$ cat src/rtl/steering_pid_differential_drive_macros.svh
// Assertion macros for the steering PID block.
// Used by the top level; expects clk_i and rst_ni in the including scope.
`ifndef STEERING_PID_DIFFERENTIAL_DRIVE_MACROS_SVH
`define STEERING_PID_DIFFERENTIAL_DRIVE_MACROS_SVH

// Same-cycle implication, checked out of reset.
`define SPDD_ASSERT_IMP(lbl, ante, cons, msg) \
  lbl: assert property (@(posedge clk_i) disable iff (!rst_ni) (ante) |-> (cons)) \
    else $error(msg);

// Next-cycle implication, checked out of reset.
`define SPDD_ASSERT_NXT(lbl, ante, cons, msg) \
  lbl: assert property (@(posedge clk_i) disable iff (!rst_ni) (ante) |=> (cons)) \
    else $error(msg);

`endif

$ cat src/rtl/spdd_pkg.sv
// Package for the steering PID block: word types, config set, microcode types.
// No dependencies.
`timescale 1ns / 1ps
`default_nettype none

package spdd_pkg;

  localparam int HISTORY_DEPTH = 10;
  localparam int HIST_IDX_W    = $clog2(HISTORY_DEPTH);
  localparam logic [3:0] LAG_MAX = 4'(HISTORY_DEPTH - 1);

  localparam logic [9:0] PROTECT_LIMIT = 10'd750;
  localparam logic [9:0] COUNT_MAX     = 10'd1023;
  localparam logic [9:0] LOST_LINE_SUM = 10'd80;
  localparam logic signed [16:0] TRACK_TOL = 17'sd10;
  localparam logic signed [15:0] ERR_SCALE = 16'sd100;

  // Division by 100 as multiply by ceil(2^33/100), exact for 26-bit numerators
  localparam int RECIP_SH = 33;
  localparam logic signed [27:0] RECIP_M = 28'sd85899346;

  localparam int MUL_A_W = 26;
  localparam int MUL_B_W = 28;
  localparam int PROD_W  = MUL_A_W + 1 + MUL_B_W;
  localparam int ACC_W   = 36;

  localparam int PC_W = 4;

  localparam int CFG_IDX_W  = 3;
  localparam int CFG_DATA_W = 16;
  localparam logic [CFG_IDX_W-1:0] CFG_GAIN_P         = 3'd0;
  localparam logic [CFG_IDX_W-1:0] CFG_GAIN_SECOND    = 3'd1;
  localparam logic [CFG_IDX_W-1:0] CFG_GAIN_D         = 3'd2;
  localparam logic [CFG_IDX_W-1:0] CFG_DERIV_LAG      = 3'd3;
  localparam logic [CFG_IDX_W-1:0] CFG_STEER_LIMIT    = 3'd4;
  localparam logic [CFG_IDX_W-1:0] CFG_BASE_SPEED     = 3'd5;
  localparam logic [CFG_IDX_W-1:0] CFG_PROTECT_ENABLE = 3'd6;

  typedef struct packed {
    logic [7:0]         sensor_left;
    logic [7:0]         sensor_right;
    logic [9:0]         sensor_sum;
    logic signed [11:0] count_left;
    logic signed [11:0] count_right;
    logic               release_stop;
  } in_word_t;

  typedef struct packed {
    logic signed [15:0] steer_out;
    logic signed [15:0] left_target;
    logic signed [15:0] right_target;
    logic               stopped;
  } out_word_t;

  typedef struct packed {
    logic [15:0] gain_p;
    logic [15:0] gain_second_diff;
    logic [15:0] gain_d;
    logic [3:0]  deriv_lag;
    logic [14:0] steer_limit;
    logic [10:0] base_speed;
    logic        protect_enable;
  } cfg_t;

  typedef enum logic [2:0] {A_GP, A_GS, A_GD, A_BASE, A_MAG} a_sel_e;
  typedef enum logic [2:0] {B_E0, B_SD, B_DD, B_STEER, B_RECIP} b_sel_e;
  typedef enum logic [1:0] {ACC_HOLD, ACC_LOAD, ACC_ADD} acc_op_e;
  typedef enum logic [1:0] {J_NONE, J_NO_INPUT, J_OUT_BUSY} jmp_e;

  typedef struct packed {
    a_sel_e          a_sel;
    b_sel_e          b_sel;
    logic            mul_en;
    acc_op_e         acc_op;
    logic            steer_en;
    logic            mag_en;
    logic            out_en;
    jmp_e            jmp;
    logic [PC_W-1:0] target;
    logic            last;
  } ctl_t;

  typedef struct packed {
    logic out_busy;
  } dp_stat_t;

  localparam ctl_t CTL_NOP = '{
    a_sel:    A_GP,
    b_sel:    B_E0,
    mul_en:   1'b0,
    acc_op:   ACC_HOLD,
    steer_en: 1'b0,
    mag_en:   1'b0,
    out_en:   1'b0,
    jmp:      J_NONE,
    target:   '0,
    last:     1'b0
  };

endpackage

`default_nettype wire

$ cat src/rtl/steering_pid_differential_drive.sv
// Steering PID with differential-drive wheel targets: top level and config registers.
// Depends on spdd_pkg, spdd_seq, spdd_datapath and the assertion macro header.
//
// Use: one input word per control tick on in_valid_i/in_stall_o/in_word_i; one
// output word per tick on out_valid_o/out_stall_i/out_word_o. A word moves at a
// clock edge where valid is high and stall is low.
// The output word is registered at the last step of the ten-step microprogram,
// which runs all five products through one shared 27x28 multiplier; a new input
// word is taken only once the sequencer is back in its wait step.
// in_stall_o is high while a word is being worked on. If the receiver stalls,
// the finished word holds in the output register; the sequencer waits on its
// last step only while a new result would overwrite a word not yet taken.
// Configuration: cfg_we_i, cfg_index_i, cfg_wdata_i write one register per
// cycle; write only while the block is idle.
// Reset: asynchronous, active low; clears the error history, protection counter
// and previous targets, sets the stop flag, loads the config reset values.
`timescale 1ns / 1ps
`default_nettype none
`include "steering_pid_differential_drive_macros.svh"

module steering_pid_differential_drive (
  input  wire logic                                   clk_i,
  input  wire logic                                   rst_ni,
  input  wire logic                                   in_valid_i,
  output logic                                        in_stall_o,
  input  wire spdd_pkg::in_word_t                     in_word_i,
  output logic                                        out_valid_o,
  input  wire logic                                   out_stall_i,
  output spdd_pkg::out_word_t                         out_word_o,
  input  wire logic                                   cfg_we_i,
  input  wire logic [spdd_pkg::CFG_IDX_W-1:0]         cfg_index_i,
  input  wire logic [spdd_pkg::CFG_DATA_W-1:0]        cfg_wdata_i
);

  spdd_pkg::cfg_t     cfg_q;
  spdd_pkg::ctl_t     ctl;
  spdd_pkg::dp_stat_t stat;
  logic               idle;
  logic               accept;

  always_ff @(posedge clk_i or negedge rst_ni) begin
    if (!rst_ni) begin
      cfg_q.gain_p           <= 16'd256;
      cfg_q.gain_second_diff <= 16'd0;
      cfg_q.gain_d           <= 16'd0;
      cfg_q.deriv_lag        <= 4'd1;
      cfg_q.steer_limit      <= 15'd1000;
      cfg_q.base_speed       <= 11'd0;
      cfg_q.protect_enable   <= 1'b1;
    end else if (cfg_we_i) begin
      case (cfg_index_i)
        spdd_pkg::CFG_GAIN_P:         cfg_q.gain_p           <= cfg_wdata_i;
        spdd_pkg::CFG_GAIN_SECOND:    cfg_q.gain_second_diff <= cfg_wdata_i;
        spdd_pkg::CFG_GAIN_D:         cfg_q.gain_d           <= cfg_wdata_i;
        spdd_pkg::CFG_DERIV_LAG:      cfg_q.deriv_lag        <= cfg_wdata_i[3:0];
        spdd_pkg::CFG_STEER_LIMIT:    cfg_q.steer_limit      <= cfg_wdata_i[14:0];
        spdd_pkg::CFG_BASE_SPEED:     cfg_q.base_speed       <= cfg_wdata_i[10:0];
        spdd_pkg::CFG_PROTECT_ENABLE: cfg_q.protect_enable   <= cfg_wdata_i[0];
        default: ;
      endcase
    end
  end

  assign accept     = in_valid_i && idle;
  assign in_stall_o = !idle;

  spdd_seq u_seq (
    .clk_i      (clk_i),
    .rst_ni     (rst_ni),
    .in_valid_i (in_valid_i),
    .stat_i     (stat),
    .ctl_o      (ctl),
    .idle_o     (idle)
  );

  spdd_datapath u_datapath (
    .clk_i       (clk_i),
    .rst_ni      (rst_ni),
    .cfg_i       (cfg_q),
    .ctl_i       (ctl),
    .accept_i    (accept),
    .in_word_i   (in_word_i),
    .out_stall_i (out_stall_i),
    .stat_o      (stat),
    .out_valid_o (out_valid_o),
    .out_word_o  (out_word_o)
  );

  `SPDD_ASSERT_NXT(a_busy_after_accept, in_valid_i && !in_stall_o, in_stall_o, "not busy after accept")
  `SPDD_ASSERT_IMP(a_rose_out_idle, $rose(out_valid_o), !in_stall_o, "result without return to idle")
  `SPDD_ASSERT_IMP(a_idle_has_result, $fell(in_stall_o), out_valid_o, "idle without a result word")

endmodule

`default_nettype wire

$ cat src/rtl/spdd_seq.sv
// Microcode sequencer: step counter, control-word ROM, conditional jumps.
// Depends on spdd_pkg.
`timescale 1ns / 1ps
`default_nettype none

module spdd_seq (
  input  wire logic              clk_i,
  input  wire logic              rst_ni,
  input  wire logic              in_valid_i,
  input  wire spdd_pkg::dp_stat_t stat_i,
  output spdd_pkg::ctl_t         ctl_o,
  output logic                   idle_o
);

  localparam logic [spdd_pkg::PC_W-1:0] STEP_WAIT = 4'd0;
  localparam logic [spdd_pkg::PC_W-1:0] STEP_OUT  = 4'd9;

  logic [spdd_pkg::PC_W-1:0] pc_q, pc_d;
  spdd_pkg::ctl_t            ctl;
  logic                      take;

  function automatic spdd_pkg::ctl_t rom_word(input logic [spdd_pkg::PC_W-1:0] pc);
    spdd_pkg::ctl_t w;
    w = spdd_pkg::CTL_NOP;
    unique case (pc)
      4'd0: begin
        w.jmp    = spdd_pkg::J_NO_INPUT;
        w.target = STEP_WAIT;
      end
      4'd1: begin
        w.a_sel  = spdd_pkg::A_GP;
        w.b_sel  = spdd_pkg::B_E0;
        w.mul_en = 1'b1;
      end
      4'd2: begin
        w.a_sel  = spdd_pkg::A_GS;
        w.b_sel  = spdd_pkg::B_SD;
        w.mul_en = 1'b1;
        w.acc_op = spdd_pkg::ACC_LOAD;
      end
      4'd3: begin
        w.a_sel  = spdd_pkg::A_GD;
        w.b_sel  = spdd_pkg::B_DD;
        w.mul_en = 1'b1;
        w.acc_op = spdd_pkg::ACC_ADD;
      end
      4'd4: begin
        w.acc_op = spdd_pkg::ACC_ADD;
      end
      4'd5: begin
        w.steer_en = 1'b1;
      end
      4'd6: begin
        w.a_sel  = spdd_pkg::A_BASE;
        w.b_sel  = spdd_pkg::B_STEER;
        w.mul_en = 1'b1;
      end
      4'd7: begin
        w.mag_en = 1'b1;
      end
      4'd8: begin
        w.a_sel  = spdd_pkg::A_MAG;
        w.b_sel  = spdd_pkg::B_RECIP;
        w.mul_en = 1'b1;
      end
      4'd9: begin
        w.out_en = 1'b1;
        w.jmp    = spdd_pkg::J_OUT_BUSY;
        w.target = STEP_OUT;
        w.last   = 1'b1;
      end
      default: begin
        w.last = 1'b1;
      end
    endcase
    return w;
  endfunction

  assign ctl = rom_word(pc_q);

  always_comb begin
    unique case (ctl.jmp)
      spdd_pkg::J_NO_INPUT: take = !in_valid_i;
      spdd_pkg::J_OUT_BUSY: take = stat_i.out_busy;
      default:              take = 1'b0;
    endcase
    if (take) begin
      pc_d = ctl.target;
    end else if (ctl.last) begin
      pc_d = STEP_WAIT;
    end else begin
      pc_d = pc_q + 4'd1;
    end
  end

  always_ff @(posedge clk_i or negedge rst_ni) begin
    if (!rst_ni) begin
      pc_q <= STEP_WAIT;
    end else begin
      pc_q <= pc_d;
    end
  end

  assign ctl_o  = ctl;
  assign idle_o = (pc_q == STEP_WAIT);

endmodule

`default_nettype wire

$ cat src/rtl/spdd_datapath.sv
// Datapath: error history, protection counter, shared multiplier, accumulator,
// clamp, wheel targets and output register. Depends on spdd_pkg.
`timescale 1ns / 1ps
`default_nettype none

module spdd_datapath (
  input  wire logic              clk_i,
  input  wire logic              rst_ni,
  input  wire spdd_pkg::cfg_t     cfg_i,
  input  wire spdd_pkg::ctl_t     ctl_i,
  input  wire logic              accept_i,
  input  wire spdd_pkg::in_word_t in_word_i,
  input  wire logic              out_stall_i,
  output spdd_pkg::dp_stat_t     stat_o,
  output logic                   out_valid_o,
  output spdd_pkg::out_word_t    out_word_o
);

  localparam int DEPTH = spdd_pkg::HISTORY_DEPTH;
  localparam int AW    = spdd_pkg::MUL_A_W;
  localparam int BW    = spdd_pkg::MUL_B_W;
  localparam int PW    = spdd_pkg::PROD_W;
  localparam int CW    = spdd_pkg::ACC_W;

  logic signed [15:0] hist_q [DEPTH];
  logic [9:0]         cnt_q, cnt_d;
  logic               stop_q, stop_d;
  logic signed [15:0] prev_l_q, prev_r_q;

  logic signed [PW-1:0] prod_q, prod_d;
  logic signed [CW-1:0] acc_q, acc_d;
  logic signed [15:0]   steer_q, steer_d;
  logic [AW-1:0]        mag_q, mag_d;
  logic                 neg_q;
  logic                 out_valid_q;
  spdd_pkg::out_word_t  out_word_q;

  logic signed [8:0]  diff;
  logic signed [15:0] e_new;
  logic signed [15:0] e0, e1, e2, elag;
  logic [3:0]         lag_sat;
  logic signed [17:0] sd;
  logic signed [16:0] dd;
  logic [AW-1:0]      a_op;
  logic signed [BW-1:0] b_op;
  logic signed [CW-1:0] adj, shr, lim;
  logic signed [26:0] pbs;
  logic signed [26:0] pbs_abs;
  logic [19:0]        quo;
  logic signed [20:0] share;
  logic signed [21:0] lt, rt;
  logic signed [15:0] lt_sat, rt_sat;
  logic               out_wr;
  logic               out_busy;
  logic signed [16:0] dl, dr;
  logic               trk;
  logic               stop_a;
  logic [9:0]         cnt_a, cnt_b;

  function automatic logic [9:0] bump(input logic [9:0] c);
    return (c == spdd_pkg::COUNT_MAX) ? c : c + 10'd1;
  endfunction

  function automatic logic signed [15:0] sat16(input logic signed [21:0] v);
    logic signed [15:0] r;
    if (v > 22'sd32767) begin
      r = 16'sh7fff;
    end else if (v < -22'sd32768) begin
      r = 16'sh8000;
    end else begin
      r = v[15:0];
    end
    return r;
  endfunction

  // Protection update and new error, evaluated on the accepted word
  always_comb begin
    diff  = $signed({1'b0, in_word_i.sensor_left}) - $signed({1'b0, in_word_i.sensor_right});
    e_new = spdd_pkg::ERR_SCALE * {{7{diff[8]}}, diff};

    stop_a = in_word_i.release_stop ? 1'b0 : stop_q;
    if (cnt_q >= spdd_pkg::PROTECT_LIMIT) begin
      stop_d = 1'b1;
      cnt_a  = '0;
    end else begin
      stop_d = stop_a;
      cnt_a  = cnt_q;
    end

    dl  = {{5{in_word_i.count_left[11]}}, in_word_i.count_left} - {prev_l_q[15], prev_l_q};
    dr  = {prev_r_q[15], prev_r_q} - {{5{in_word_i.count_right[11]}}, in_word_i.count_right};
    trk = (dl > spdd_pkg::TRACK_TOL) || (dl < -spdd_pkg::TRACK_TOL) ||
          (dr > spdd_pkg::TRACK_TOL) || (dr < -spdd_pkg::TRACK_TOL);

    cnt_b = cnt_a;
    if (cfg_i.protect_enable && !stop_d) begin
      if (trk) begin
        cnt_b = bump(cnt_a);
      end else if (in_word_i.sensor_sum > spdd_pkg::LOST_LINE_SUM) begin
        cnt_b = '0;
      end
    end
    if (cfg_i.protect_enable && (in_word_i.sensor_sum < spdd_pkg::LOST_LINE_SUM)) begin
      cnt_d = bump(cnt_b);
    end else begin
      cnt_d = cnt_b;
    end
  end

  // Operands from the shifted history
  always_comb begin
    lag_sat = (cfg_i.deriv_lag > spdd_pkg::LAG_MAX) ? spdd_pkg::LAG_MAX : cfg_i.deriv_lag;
    e0   = hist_q[0];
    e1   = hist_q[1];
    e2   = hist_q[2];
    elag = hist_q[lag_sat[spdd_pkg::HIST_IDX_W-1:0]];
    sd   = {{2{e0[15]}}, e0} - {e1[15], e1, 1'b0} + {{2{e2[15]}}, e2};
    dd   = {e0[15], e0} - {elag[15], elag};
  end

  always_comb begin
    unique case (ctl_i.a_sel)
      spdd_pkg::A_GP:   a_op = {10'd0, cfg_i.gain_p};
      spdd_pkg::A_GS:   a_op = {10'd0, cfg_i.gain_second_diff};
      spdd_pkg::A_GD:   a_op = {10'd0, cfg_i.gain_d};
      spdd_pkg::A_BASE: a_op = {15'd0, cfg_i.base_speed};
      spdd_pkg::A_MAG:  a_op = mag_q;
      default:          a_op = '0;
    endcase
    unique case (ctl_i.b_sel)
      spdd_pkg::B_E0:    b_op = {{12{e0[15]}}, e0};
      spdd_pkg::B_SD:    b_op = {{10{sd[17]}}, sd};
      spdd_pkg::B_DD:    b_op = {{11{dd[16]}}, dd};
      spdd_pkg::B_STEER: b_op = {{12{steer_q[15]}}, steer_q};
      spdd_pkg::B_RECIP: b_op = spdd_pkg::RECIP_M;
      default:           b_op = '0;
    endcase
    prod_d = $signed({1'b0, a_op}) * b_op;
  end

  always_comb begin
    unique case (ctl_i.acc_op)
      spdd_pkg::ACC_LOAD: acc_d = prod_q[CW-1:0];
      spdd_pkg::ACC_ADD:  acc_d = acc_q + prod_q[CW-1:0];
      default:            acc_d = acc_q;
    endcase
  end

  // Truncate toward zero by 256, then clamp
  always_comb begin
    adj = acc_q + (acc_q[CW-1] ? 36'sd255 : 36'sd0);
    shr = adj >>> 8;
    lim = $signed({21'd0, cfg_i.steer_limit});
    if (shr > lim) begin
      steer_d = lim[15:0];
    end else if (shr < -lim) begin
      steer_d = 16'(-lim);
    end else begin
      steer_d = shr[15:0];
    end
  end

  always_comb begin
    pbs     = prod_q[26:0];
    pbs_abs = pbs[26] ? -pbs : pbs;
    mag_d   = pbs_abs[AW-1:0];
    quo     = prod_q[spdd_pkg::RECIP_SH+19:spdd_pkg::RECIP_SH];
    share   = neg_q ? -$signed({1'b0, quo}) : $signed({1'b0, quo});
    lt      = $signed({11'd0, cfg_i.base_speed}) - {share[20], share};
    rt      = $signed({11'd0, cfg_i.base_speed}) + {share[20], share};
    lt_sat  = sat16(lt);
    rt_sat  = sat16(rt);
  end

  assign out_busy = out_valid_q && out_stall_i;
  assign out_wr   = ctl_i.out_en && !out_busy;

  always_ff @(posedge clk_i or negedge rst_ni) begin
    if (!rst_ni) begin
      for (int i = 0; i < DEPTH; i++) begin
        hist_q[i] <= '0;
      end
      cnt_q       <= '0;
      stop_q      <= 1'b1;
      prev_l_q    <= '0;
      prev_r_q    <= '0;
      out_valid_q <= 1'b0;
    end else begin
      if (accept_i) begin
        hist_q[0] <= e_new;
        for (int i = 1; i < DEPTH; i++) begin
          hist_q[i] <= hist_q[i-1];
        end
        cnt_q  <= cnt_d;
        stop_q <= stop_d;
      end
      if (out_wr) begin
        prev_l_q    <= lt_sat;
        prev_r_q    <= rt_sat;
        out_valid_q <= 1'b1;
      end else if (!out_stall_i) begin
        out_valid_q <= 1'b0;
      end
    end
  end

  always_ff @(posedge clk_i) begin
    if (ctl_i.mul_en) begin
      prod_q <= prod_d;
    end
    acc_q <= acc_d;
    if (ctl_i.steer_en) begin
      steer_q <= steer_d;
    end
    if (ctl_i.mag_en) begin
      mag_q <= mag_d;
      neg_q <= pbs[26];
    end
    if (out_wr) begin
      out_word_q.steer_out    <= steer_q;
      out_word_q.left_target  <= lt_sat;
      out_word_q.right_target <= rt_sat;
      out_word_q.stopped      <= stop_q;
    end
  end

  assign stat_o.out_busy = out_busy;
  assign out_valid_o     = out_valid_q;
  assign out_word_o      = out_word_q;

endmodule

`default_nettype wire

$ cat config.mk
export PLATFORM = sky130hd
export DESIGN_NAME = steering_pid_differential_drive
export DESIGN_NICKNAME = d
export VERILOG_FILES = /design/src/rtl/spdd_pkg.sv /design/src/rtl/steering_pid_differential_drive.sv /design/src/rtl/spdd_seq.sv /design/src/rtl/spdd_datapath.sv
export VERILOG_INCLUDE_DIRS = /design/src /design/src/rtl
export SDC_FILE = /design/constraint.sdc
export NUM_CORES = 2
export LEC_CHECK = 0
export CORE_ASPECT_RATIO = 1.5
export CORE_MARGIN = 4
export CORE_UTILIZATION = 55
export DETAILED_ROUTE_END_ITERATION = 8
export DONT_BUFFER_PORTS = 1
export PLACE_DENSITY = 0.7
export SLEW_MARGIN = 15
export SYNTH_ARGS = -nofsm -noshare
export SYNTH_HDL_FRONTEND = slang
export SYNTH_HIERARCHICAL = 1
export SYNTH_SLANG_ARGS = --single-unit
export TNS_END_PERCENT = 20
$ cat constraint.sdc
create_clock -name clk_i -period 26.9 [get_ports clk_i]
set_input_delay 4.035 -clock clk_i [delete_from_list [all_inputs] [get_ports clk_i]]
set_output_delay 4.035 -clock clk_i [all_outputs]
set_load 0.01 [all_outputs]
# Yosys cells after proc, flatten, opt, wreduce, memory -nomap -nowiden
# Cells that the tools add are included.
[word_totals] ff_bits=448 latch_bits=0 ramBits=0 romBits=0 input_bits=75 wordCells=159 memories=0
[op_classes] add_sub_neg=16 multipliers=2 div_mod_pow=0 order_cmp=15 eq_ne=30 n_shift=0 n_mux=36 bitwise_logic=1 reduce_logical=26
[ops] cell="$pmux 28 s5" n=1
[ops] cell="$pmux 26 s5" n=1
[ops] cell="$mux 16" n=7
[ops] cell="$pmux 36 s2" n=1
[ops] cell="$mux 10" n=7
[ops] cell="$bmux 16 s4" n=1
[ops] cell="$mul 27x28->53" n=1
[ops] cell="$gt 22x16->1 const B" n=2
[ops] cell="$lt 22x16->1 const B" n=2
[ops] cell="$add 36x36->36" n=1
[ops] cell="$add 36x9->36" n=1
[ops] cell="$lt 28x36->1" n=1
[ops] cell="$neg 15->36" n=1
[ops] cell="$pmux 7 s5" n=1
[ops] cell="$gt 17x5->1 const B" n=2
[ops] cell="$lt 17x5->1 const B" n=2
[ops] cell="$gt 28x16->1" n=1
[ops] cell="$mux 26" n=1
[ops] cell="$neg 26->26" n=1
[ops] cell="$add 12x21->22" n=1
[ops] cell="$sub 12x21->22" n=1
[ops] cell="$mux 21" n=1
[ops] cell="$neg 20->21" n=1
[ops] cell="$add 10x1->10 const B" n=2
[ops] cell="41 further kinds" n=85

# Logic depth before layout (Yosys ltp)
[depth] depth_word=10 mapped_depth=50 depth_no_buf=48

# Modules after synthesis
# The synthesis kept the hierarchy.
[modules_own_cells] module="spdd_datapath" instances=1 cells_each=5363 area_each_um2=50468.4
[modules_own_cells] module="steering_pid_differential_drive" instances=1 cells_each=175 area_each_um2=3062.9
[modules_own_cells] module="spdd_seq" instances=1 cells_each=60 area_each_um2=471.7

# Least setup slack after synthesis
# No wires, ideal clock.
[synth_path] kind="reg-to-reg" from="register cfg_q[27] (netlist bit)" to="register u_datapath.prod_q[52] (data pin)" arrival_ns=12.027 required_time_ns=26.634 path_slack_ns=14.607 stages_incl_launch_ff=46 cell_sequence="dfstp_2 -> clkbuf_1 -> clkbuf_1 -> clkbuf_1 -> mux2i_1 -> o22ai_1 -> o31ai_1 -> ha_1 -> o21a_1 -> o21a_1 -> o21a_1 -> o21a_1 -> o21ai_0 -> a21boi_0 -> o21ai_0 -> a21oi_1 -> o41a_1 -> o311ai_0 -> (+10 left out) -> fa_1 -> fa_1 -> inv_1 -> fa_1 -> inv_1 -> ha_1 -> a21o_1 -> a21oi_1 -> o21ai_0 -> a21oi_1 -> o21bai_1 -> o21ai_0 -> o311ai_0 -> a311oi_1 -> or2_2 -> o21ai_0 -> mux2i_1 -> nand4_1"
[synth_via] elab_chain_len=9
[synth_rtl] element="from (decl)" line="steering_pid_differential_drive.sv:35" text="spdd_pkg::cfg_t cfg_q;"
[synth_rtl] element="$gt 4x4->1" line="spdd_datapath.sv:112" text="lag_sat = (cfg_i.deriv_lag > spdd_pkg::LAG_MAX) ? spdd_pkg::LAG_MAX : cfg_i.deriv_lag;"
[synth_rtl] element="$mux 4 (*)" line="spdd_datapath.sv:112"
[synth_rtl] element="$not 4->5 (implied by the code) (*)" line="spdd_datapath.sv:116" text="elag = hist_q[lag_sat[spdd_pkg::HIST_IDX_W-1:0]];"
[synth_rtl] element="$bmux 16 s4 (*)" line="spdd_datapath.sv:116"
[synth_rtl] element="$mux 16 (implied by the code) (*) (2 in a row)" line="spdd_datapath.sv:116"
[synth_rtl] element="$sub 16x16->17 (*)" line="spdd_datapath.sv:118" text="dd = {e0[15], e0} - {elag[15], elag};"
[synth_rtl] element="$pmux 28 s5 (*)" line="spdd_datapath.sv:130" text="unique case (ctl_i.b_sel)"
[synth_rtl] element="$mul 27x28->53 (*)" line="spdd_datapath.sv:138" text="prod_d = $signed({1'b0, a_op}) * b_op;"
[synth_rtl] element="via u_datapath.prod_d[52]" line="spdd_datapath.sv:30" text="logic signed [PW-1:0] prod_q, prod_d;"
[synth_rtl] element="to (signal assigned)" line="spdd_datapath.sv:209" text="prod_q <= prod_d;"
[synth_rtl] element="to (decl)" line="spdd_datapath.sv:30"
# Mark *: on every way through the listed nets, which the timed path passes. The rest lies on a longest branch. The select of a mux whose other input is x is not followed.
# A chain may end at the register's enable or synchronous reset.

# Worst setup path after layout
[layout_path] from="register cfg_q[29] (netlist bit)" to="register u_datapath.prod_q[51] (data pin)"
# Same word-level chain as after synthesis.

==> impl_metrics.tcl <==
set metrics [dict create \
    drive_gt1_share_pct 8.27 \
    nFillCells 8330 \
    path_clk_slew_ns 0.07 \
    finalClockSkew_ns 0.0284 \
    num_vias 40000 \
    fp-row-count 140 \
    dp_hpwl_um 122000 \
    io_pins 126 \
    slew_headroom_pct 20.4 \
    cp-end-kind "flop" \
    via_per_inst 5.88 \
    first_pass_iters 6 \
    cp-start-kind "flop" \
    critPathMostFrequentCell "fa_1" \
    core_um2 97200 \
    area_growth_pct 5.22 \
    period_share_pct 52.8 \
    htreeDepth 2 \
    cts_resized 0 \
    antenna_found_initial 5 \
    numCtsBuffers 44 \
    routed_wl_um 153000 \
    grt_pass1_vias 42500 \
    rsz0062_at_grt "false" \
    clockBufferDepth 3 \
    grt.overflow.total 0 \
    hold_class "reg -> reg" \
    finalMaxSlewViolations 0 \
    place.gp.congestion 0.968 \
    antenna_left 0 \
    max_freq_mhz 70.4 \
    final_nets 6667 \
    critPathMaxFanout 22 \
    slowest_delay_ns 0.98 \
    cts_hold_buffers 0 \
    clockRootBuffer "clkbuf_16" \
    multiInputGateArea_um2 37400 \
    drt-initial-drc-count 2897 \
    dieHeight_um 392 \
    fp.dieW_um 264 \
    syn_area_per_cell_um2 9.65 \
    initial_core_util_pct 55.5 \
    synthCells 5591 \
    post-cts-setup-buffers 0 \
    critical_path_arrival_ns 14.53 \
    syn-cell-area_um2 54000 \
    maxCapViolCount 0 \
    min_period_ns 14.20 \
    portBuffers 0 \
    finalSetupTns_ns 0 \
    slowest_stage "o311ai_0" \
    grt_pass1_wl_um 240000 \
    status "finished clean" \
    hold_viol 0 \
    track_usage_pct 29.8 \
    setup_viol 0 \
    tritoncts "done" \
    yosys_warnings 6 \
    synthesis.nets 6778 \
    drc_errors 0 \
    critical_path_required_ns 27.23 \
    cts_num_sinks 448 \
    grt_start_max_net_pins 268 \
    final-seq-area_um2 12100 \
    dieArea_um2 103000 \
    clock_latency_ns 0.60 \
    path_class "reg -> reg" \
    detail_route.wl_per_cell_um 22.5 \
    worst_slew_pin_slew_ns 1.19 \
]
==> path summary, 6_finish.rpt <==
path	depth (start not counted)	endpoint	slack, ns	startpoint
worst max-delay path	41	u_datapath/prod_q[51]$_DFFE_PP_	12.70	cfg_q[29]$_DFFE_PN0P_
worst min-delay path	0	u_datapath/out_word_o[38]$_DFFE_PP_	0.49	u_datapath/steer_q[5]$_DFFE_PP_
worst max register to register	41	u_datapath/prod_q[51]$_DFFE_PP_	12.70	cfg_q[29]$_DFFE_PN0P_
worst min register to register	0	u_datapath/out_word_o[38]$_DFFE_PP_	0.49	u_datapath/steer_q[5]$_DFFE_PP_
max in group asynchronous	0	u_datapath/e2[15]$_DFFE_PN0P_	22.79	rst_ni
min in group asynchronous	0	u_datapath/prev_r_q[8]$_DFFE_PN0P_	3.16	rst_ni
==> registers in the layout, summed over array words and instances (netlist names), 4 cells and up <==
name	cells
u_datapath/cnt_q	10
u_datapath/steer_q	16
u_datapath/e2	14
u_datapath/e1	14
u_datapath/prod_q	53
u_seq/pc_q	4
u_datapath/acc_q	36
u_datapath/out_word_o	49
u_datapath/prev_r_q	16
u_datapath/e0	14
u_datapath/mag_q	26
u_datapath/prev_l_q	16
cfg_q	79
u_datapath/hist_q	98
==> metrics by stage <==
| stage | cells | area, µm² | setup WS, ns | utilization (%) | hold slack (ns) |
|---|---|---|---|---|---|
| 6_report | 6797 | 56800 | 12.70 | 58.4 | 0.488 |
| 5_1_grt | 6796 | 56800 | 12.25 | 58.4 | 0.495 |
| 4_1_cts | 6791 | 56700 | 13.05 | 58.4 | 0.486 |
| 3_5_place_dp | 6711 | 55300 | 13.15 | 56.9 | 0.467 |
| 3_3_place_gp | 6711 | 55300 | 13.36 | 56.9 | 0.457 |
| 2_1_floorplan | 5591 | 54000 | 14.61 | - | 0.426 |
==> cells in the final DEF, fill, tap and decap left out, types with 11 or more instances in the layout <==
| cell | instances |
|---|---|
| ha_1 | 380 |
| a21oi_1 | 190 |
| nand3_1 | 83 |
| o31ai_1 | 42 |
| a31oi_1 | 35 |
| nand2b_1 | 57 |
| inv_1 | 1000 |
| a21boi_0 | 13 |
| clkbuf_16 | 44 |
| o311ai_0 | 20 |
| and2_1 | 58 |
| a21o_1 | 80 |
| nor2_1 | 355 |
| nand2_1 | 542 |
| a211oi_1 | 20 |
| o21a_1 | 55 |
| nor2b_1 | 59 |
| or2_2 | 14 |
| mux2i_1 | 84 |
| dfrtp_1 | 257 |
| xor2_1 | 73 |
| o21ai_0 | 168 |
| nor3_1 | 101 |
| or3_1 | 26 |
| buf_4 | 55 |
| or4_1 | 11 |
| edfxtp_1 | 181 |
| mux2_2 | 229 |
| fa_1 | 731 |
| nand4_1 | 33 |
| o21bai_1 | 29 |
| xnor2_1 | 176 |
| o22ai_1 | 33 |
| and3_1 | 20 |
| nor4_1 | 15 |
==> worst max-delay path: cells and delay by family, from the launching register on <==
family          cells  cell delay, ns
compound gates     17            5.48
xor+xnor            1            0.09
fa+ha+maj           9            4.50
buf+inv             6            0.69
flops               1            0.57
mux                 2            0.43
simple gates        6            2.13
==> layout make-up <==
class	instances	share of cell area [%]
Multi-Input combinational cell	3927	65.9
Sequential cell	448	21.4
Inverter	1002	6.63
Tap cell	1278	2.82
Clock buffer	53	2.10
Timing Repair Buffer	57	0.789
Clock inverter	27	0.403
Antenna cell	5	0.0220
==> per-layer routing <==
layer | global-route usage, % | part of all wire (%) | up-vias
met3 | 4.16 | 5.8 | 628
li1 | - | - | 18000
met1 | 32.4 | 34 | 19900
met5 | 0 | 0 | -
met4 | 21.7 | 9.2 | 0
met2 | 53.2 | 50 | 1471
Power is left out: the tool's default activity adds up to more than one toggle a clock period on the data nets, which glitch-free logic cannot reach.
